**config.mk**
```make
export PLATFORM = sky130hd
export DESIGN_NAME = bti_ram
export DESIGN_NICKNAME = d
export VERILOG_FILES = /design/src/rtl/bti_ram.sv
export SDC_FILE = /design/constraint.sdc
export NUM_CORES = 1
export LEC_CHECK = 0
export BUFFER_PORTS_ARGS = -buffer_cell sky130_fd_sc_hd__buf_2
export CELL_PAD_IN_SITES_DETAIL_PLACEMENT = 1
export CELL_PAD_IN_SITES_GLOBAL_PLACEMENT = 2
export CORE_UTILIZATION = 44
export DETAILED_ROUTE_END_ITERATION = 8
export GPL_ROUTABILITY_DRIVEN = 0
export PLACE_DENSITY_LB_ADDON = 0.1
export SLEW_MARGIN = 0
export SYNTH_ARGS = -nofsm -noshare
export SYNTH_HDL_FRONTEND = slang
export SYNTH_SLANG_ARGS = --single-unit
```
**constraint.sdc**
```tcl
create_clock -name clock -period 2 [get_ports clock]
set_input_delay 0.4 -clock clock [delete_from_list [all_inputs] [get_ports clock]]
set_output_delay 0.4 -clock clock [all_outputs]
set_load 0.05 [all_outputs]
```
**src/rtl/bti_ram.sv**
```systemverilog
// Generic simple dual port RAM with bit write mask and registered read.
// No dependencies.
`timescale 1ns / 1ps
module bti_ram #(
   parameter int WIDTH = 8,
   parameter int DEPTH = 16
) (
   input  logic                     clock,
   input  logic                     wr_en,
   input  logic [$clog2(DEPTH)-1:0] wr_addr,
   input  logic [WIDTH-1:0]         wr_mask,
   input  logic [WIDTH-1:0]         wr_data,
   input  logic [$clog2(DEPTH)-1:0] rd_addr,
   output logic [WIDTH-1:0]         rd_data
);

   logic [WIDTH-1:0] mem [DEPTH];
   logic [WIDTH-1:0] rd_data_ff;

   always_ff @(posedge clock) begin
      if (wr_en) begin
         for (int i = 0; i < WIDTH; i++) begin
            if (wr_mask[i]) begin
               mem[wr_addr][i] <= wr_data[i];
            end
         end
      end
      rd_data_ff <= mem[rd_addr];
   end

   assign rd_data = rd_data_ff;

endmodule

```
==> results of run 1 <==
-- power groups by stage --
stage	registers [µW]	clock network [µW]	logic, µW
after global routing	3180	2920	474
after floorplan	3300	0	202
after global placement	3230	0	438
final	3180	2750	440
after CTS	3180	2800	448
after detailed placement	3240	0	445
-- cell usage in the layout, fill, tap and decap left out, types with 3 or more instances in the layout --
master / synthesis / layout
clkbuf_8: 0 / 4
mux4_1: 14 / 14
nand3_1: 6 / 6
edfxtp_1: 128 / 128
mux4_2: 18 / 18
clkinv_1: 0 / 4
nor2b_1: 5 / 5
clkbuf_1: 9 / 6
a22oi_1: 16 / 16
buf_2: 3 / 33
dfxtp_1: 8 / 8
clkbuf_16: 0 / 17
buf_12: 0 / 3
nor2_1: 131 / 131
buf_4: 1 / 21
nand2_1: 25 / 25
-- per-stage QoR --
step                hold slack (ns)  power [µW]  area (µm²)  cells  setup slack, ns
floorplan                     0.499        3500        5680    373            0.457
global placement              0.661        3670        6160    583            0.251
detailed placement            0.674        3680        6160    583            0.209
CTS                           0.353        6420        6690    615            0.536
global route                  0.366        6570        6690    615            0.542
finish                        0.363        6370        6690    616            0.550
-- per-layer routing --
metal	routed length, µm	vias up
met5	0	-
met2	7200	56
li1	-	1516
met3	507	16
met1	5700	1665
met4	240	0
-- synth_stat cells (all sizes together) --
library cell | n | area, µm²
clkdlybuf4s25 | 3 | 30.0
edfxtp | 128 | 3840
and2b | 1 | 7.51
dfxtp | 8 | 160
nor2 | 131 | 492
nand2 | 25 | 93.8
nand3 | 6 | 30.0
and2 | 1 | 6.26
a22oi | 16 | 120
mux4 | 32 | 773
buf | 7 | 56.3
nand4 | 1 | 6.26
clkbuf | 9 | 33.8
nor2b | 5 | 31.3
-- cell type report --
class / count / area (µm²) / share of cell area
sequential: 136 / 4000 / 0.599
multi-input combinational: 218 / 1560 / 0.233
clock buffer: 27 / 503 / 0.0752
timing repair buffer: 57 / 383 / 0.0572
tap: 172 / 215 / 0.0322
clock inverter: 5 / 20.0 / 0.00299
antenna: 1 / 2.50 / 0.000374
-- sequential cells by signal, summed over array words and instances (netlist names) --
name / cells
rd_data: 8
mem: 128
-- cell families (layout without fill, tap and decap cells) --
family | after synthesis | in the layout
other | 0 | 1
AND/OR/NAND/NOR | 170 | 170
AO/OA/AOI/OAI | 16 | 16
multiplexers | 32 | 32
flip-flops | 136 | 136
buffers and inverters | 19 | 89
-- path summary, 6_finish.rpt --
| path | from | endpoint | slack, ns | cells past startpoint |
|---|---|---|---|---|
| max | rd_data[0] | rd_data[0] | 0.55 | 1 |
| min | wr_data[3] | mem[7][3] | 0.36 | 1 |
| max reg2reg | mem[9][2] | rd_data[2] | 0.71 | 3 |
| min reg2reg | mem[15][4] | rd_data[4] | 0.68 | 3 |
==> results.ini, run 1 <==
[run_status]
status = completed

[pwr]
power.density_nw_per_um2 = 952
p_sw_frac = 0.214
p_seq_frac = 0.499
switchingPower_uw = 1370
intPower_uw = 5000
comb_power_share = 0.069
power_frac_clock = 0.432
ir_drop_uv = 641
power_leakage_uw = 0.00227

[route]
num_vias = 3253
drt-vias-per-instance = 5.28
drc = 0
drt_first_pass_iters = 4
final_antenna_net_count = 0
postRouteWirelength_um = 13600
drt-initial-drc-count = 179
wl_per_cell_um = 22.1

[cts]
cts_resized = 0
post_cts_buffers = 0
cts_sinks = 136
cts.path.max_buffers = 2
ctsHoldBuffers = 0
cts.clk_slew.worst_paths_ns = 0.06
cts_inserted_buffers = 17
htree_levels = 4
cts_tree = built
clkLatencyLatePin_ns = 0.42
cts_root_buf = clkbuf_16

[job]
drv_cap = 0

[cells_and_area]
post-route-util = 0.530
drive_above_1_share = 0.219
num-fill-cells = 1275
fin_nets = 456
syn_to_final_growth_pct = 17.7

[floorplan]
initial_core_util = 0.450
row_count = 41
fp.dieW_um = 116
coreArea_um2 = 12600
dieArea_um2 = 13400
io_pins = 34
die_h_um = 116

[synth]
syn_avg_cell_area_um2 = 15.2
ys.warnings.count = 0
synth_cell_types = 17
synth-xor-area-share = 0
syn_area_um2 = 5680
netlist_instances = 373
syn-num-nets = 399
synth_top_family_by_area = multiplexers
ys_seq_area_frac = 0.704
synthMuxAreaShare = 0.136
ys_seq_elements = 136
synth-adder-area-share = 0
synth-compound-area-share = 0.0211
synthSimpleGateAreaFrac = 0.117

[global_route]
gr-usage-met1 = 0.279
antenna_found_initial = 1
grt_overflow = 0
grt-busiest-layer = met2
grt_max_degree = 25
grt_pass1_vias = 3404
grtUsageTotal = 0.228
grtUsageMet2 = 0.391
grt_pass1_wl_um = 20500
grt_util_met3 = 0.0581

[sta]
fmax_mhz = 690
hold_viol = 0
timing.final.crit_period_ns = 1.45
relSlewSlack = 0.438
fin_setup_tns_ns = 0
worstMarginPinSlew_ns = 0.840
slew_viol_final = 0
rsz0062_at_grt = no
setup_violations = 0
post-route-period-util = 0.725
finalClockSkew_ns = 0.00663

[setup_path]
crit_type = flop to output port
crit_slowest_cell = dfxtp_1
worstSetupEndpointType = output port
crit_path_max_fanout = 1
arrival_ns = 1.05
start_kind = flop
critPathBufInv = 1
required_ns = 1.60
cpPeakStageDelay_ns = 0.35
path_cells = buf_2
crit_family = flip-flops

[place]
dp_hpwl_um = 9060
portBuffers = 33

[min_path]
min_path_type = input port to flop

Note: power is estimated with default switching activity, not from simulation.
==> inputs of run 2 (changes only) <==
--- a/config.mk
+++ b/config.mk
@@ -5,10 +5,11 @@
 export SDC_FILE = /design/constraint.sdc
 export NUM_CORES = 1
 export LEC_CHECK = 0
+export ABC_AREA = 1
 export BUFFER_PORTS_ARGS = -buffer_cell sky130_fd_sc_hd__buf_2
 export CELL_PAD_IN_SITES_DETAIL_PLACEMENT = 1
 export CELL_PAD_IN_SITES_GLOBAL_PLACEMENT = 2
-export CORE_UTILIZATION = 44
+export CORE_UTILIZATION = 38
 export DETAILED_ROUTE_END_ITERATION = 8
 export GPL_ROUTABILITY_DRIVEN = 0
 export PLACE_DENSITY_LB_ADDON = 0.1
==> constraint.sdc (replaced) <==
create_clock -name clock -period 1.44 [get_ports clock]
set_input_delay 0.288 -clock clock [delete_from_list [all_inputs] [get_ports clock]]
set_output_delay 0.288 -clock clock [all_outputs]
set_load 0.05 [all_outputs]
==> run 2 against run 1 <==
Effect of this change:
- setup slack worse by 0.45 ns
- combinational power up 83%
- area after synthesis up 11%
- global-route usage up 0.079 points
- design area up 13%
==> results.ini, run 2 <==
[route]
postRouteWirelength_um = 17700
drt-initial-drc-count = 324
drt-vias-per-instance = 4.81
drt_first_pass_iters = 4
final_antenna_net_count = 0
drc = 0
wl_per_cell_um = 17.8
num_vias = 4785

[setup_path]
rr_worst_depth = 6
worstSetupEndpointType = output port
path_cells = buf_2
start_kind = flop
crit_family = flip-flops
crit_path_max_fanout = 1
cpPeakStageDelay_ns = 0.36
required_ns = 1.15
r2r-start = mem[7][7]
r2r-end = rd_data[7]
arrival_ns = 1.05
r2r_slack_ns = 0.49
critPathBufInv = 1
crit_slowest_cell = dfxtp_1
crit_type = flop to output port

[cts]
cts_sinks = 136
htree_levels = 4
cts_root_buf = clkbuf_16
cts_resized = 0
post_cts_buffers = 0
cts.path.max_buffers = 2
cts.clk_slew.worst_paths_ns = 0.05
cts_tree = built
clkLatencyLatePin_ns = 0.41
cts_inserted_buffers = 17
ctsHoldBuffers = 0

[sta]
worstMarginPinSlew_ns = 0.487
fin_setup_tns_ns = 0
setup_violations = 0
timing.final.crit_period_ns = 1.34
rsz0062_at_grt = no
fmax_mhz = 747
relSlewSlack = 0.675
hold_viol = 0
post-route-period-util = 0.930
setup_slack_ns = 0.101
finalClockSkew_ns = 0.00509
slew_viol_final = 0

[global_route]
grtUsageTotal = 0.229
grt_overflow = 0
grt_pass1_vias = 4959
grt_max_degree = 41
antenna_found_initial = 0
grt_pass1_wl_um = 27800

[floorplan]
dieArea_um2 = 17200
die_h_um = 131
initial_core_util = 0.394
io_pins = 34
coreArea_um2 = 16100
fp.dieW_um = 131
row_count = 46

[synth]
synth.top_cells.by_count = nand2_1 (194), nor2_1 (134), edfxtp_1 (128)
syn_avg_cell_area_um2 = 9.05
ys_seq_area_frac = 0.633
yosysTopAreaCellShare = 0.608
ys_seq_elements = 136
synthTopCellsByArea = edfxtp_1 (61%), nand2_1 (12%), nor2_1 (8.0%), nand3_1 (7.6%), inv_1 (6.2%)
synth.most_common_cell = nand2_1
async_reset_ff_frac = 0
ys.warnings.count = 0
synth_cell_types = 11
netlist_instances = 699
synth_flop_cell = edfxtp_1
syn-num-nets = 725
yosys.area.top_type = edfxtp_1
syn_area_um2 = 6320
synth-edff-count = 128

[place]
dp_slack_ns = -0.0648
portBuffers = 33
dp_hpwl_um = 11800

[pwr]
p_seq_frac = 0.472
power_leakage_uw = 0.00327
comb_power_share = 0.086
power_frac_clock = 0.442
ir_drop_uv = 740
power.density_nw_per_um2 = 1240
switchingPower_uw = 2110
p_sw_frac = 0.226
intPower_uw = 7230
p_total_uw = 9350

[min_path]
hold_path_end = mem[14][6]
min_path_cells = 1
hp-start = wr_data[6]
min_path_type = input port to flop

[cells_and_area]
syn_to_final_growth_pct = 19.5
drive_above_1_share = 0.136
num-fill-cells = 1840
diodes = 0
largest_register_ffs = 128
mostFrequentLayoutCells = nand2_1 (194), nor2_1 (134), edfxtp_1 (128)
fin_nets = 791
final_common_cell = nand2_1
max_flop_register = mem

[run_status]
status = completed

[job]
drv_cap = 0

run 2: changes by cell type after synthesis, moves of 5 or more:
| cell | before | now |
|---|---|---|
| nand2_1 | 25 | 194 |
| inv_1 | 0 | 104 |
| nand3_1 | 6 | 96 |
| buf_2 | 3 | 22 |
| mux4_2 | 18 | 0 |
| a22oi_1 | 16 | 0 |
| mux4_1 | 14 | 0 |
| clkbuf_1 | 9 | 1 |
| nor2b_1 | 5 | 0 |
run 2: cell type report:
type / count / area [µm²] / area share
Inverter: 106 / 398 / 0.0526
Multi-Input combinational cell: 424 / 1710 / 0.226
Sequential cell: 136 / 4000 / 0.530
Clock buffer: 29 / 520 / 0.0688
Tap cell: 216 / 270 / 0.0357
Clock inverter: 3 / 38.8 / 0.00513
Timing Repair Buffer: 80 / 618 / 0.0817
run 2: worst max-delay path by stage:
| stage | startpoint | to | slack (ns) | depth (start not counted) |
|---|---|---|---|---|
| after floorplan | wr_en | mem[11][0] | 0.29 | 4 |
| after global placement | wr_addr[3] | mem[3][2] | 0.02 | 5 |
| after detailed placement | wr_addr[3] | mem[3][7] | -0.06 | 5 |
| after CTS | rd_data[5] | rd_data[5] | 0.08 | 1 |
| after global routing | rd_data[5] | rd_data[5] | 0.07 | 1 |
| final | rd_data[5] | rd_data[5] | 0.10 | 1 |
run 2: logic make-up after synthesis:
family,Yosys count,synth area share
and+or+nand+nor,424,0.271
buffers and inverters,139,0.0963
DFF,136,0.633
run 2: per-layer routing:
metal  track usage  wire length (µm)
met3        0.0346               414
met5             0                 0
met2         0.381              8510
met1         0.305              8500
met4        0.0771               265
run 2: power by group through the flow:
stage                     Combinational, µW  Sequential, µW  Clock, µW
after floorplan                         369            4580          0
after global placement                  804            4490          0
after detailed placement                815            4490          0
after CTS                               818            4410       4200
after global routing                    886            4420       4340
final                                   805            4410       4130
run 2: through the flow:
step | hold slack, ns | util | instances | area (µm²)
floorplan | 0.387 | - | 699 | 6320
global route | 0.264 | 0.471 | 994 | 7560
finish | 0.259 | 0.471 | 994 | 7560
CTS | 0.249 | 0.471 | 994 | 7560
global placement | 0.650 | 0.436 | 962 | 7000
detailed placement | 0.673 | 0.436 | 962 | 7000
run 2: worst reg2reg max path, stage by stage (launching register included):
cell      delay (ns)
edfxtp_1        0.37
inv_1           0.06
nand2_1         0.04
nand3_1         0.09
nand3_1         0.08
nand3_1         0.11
nand2_1         0.08
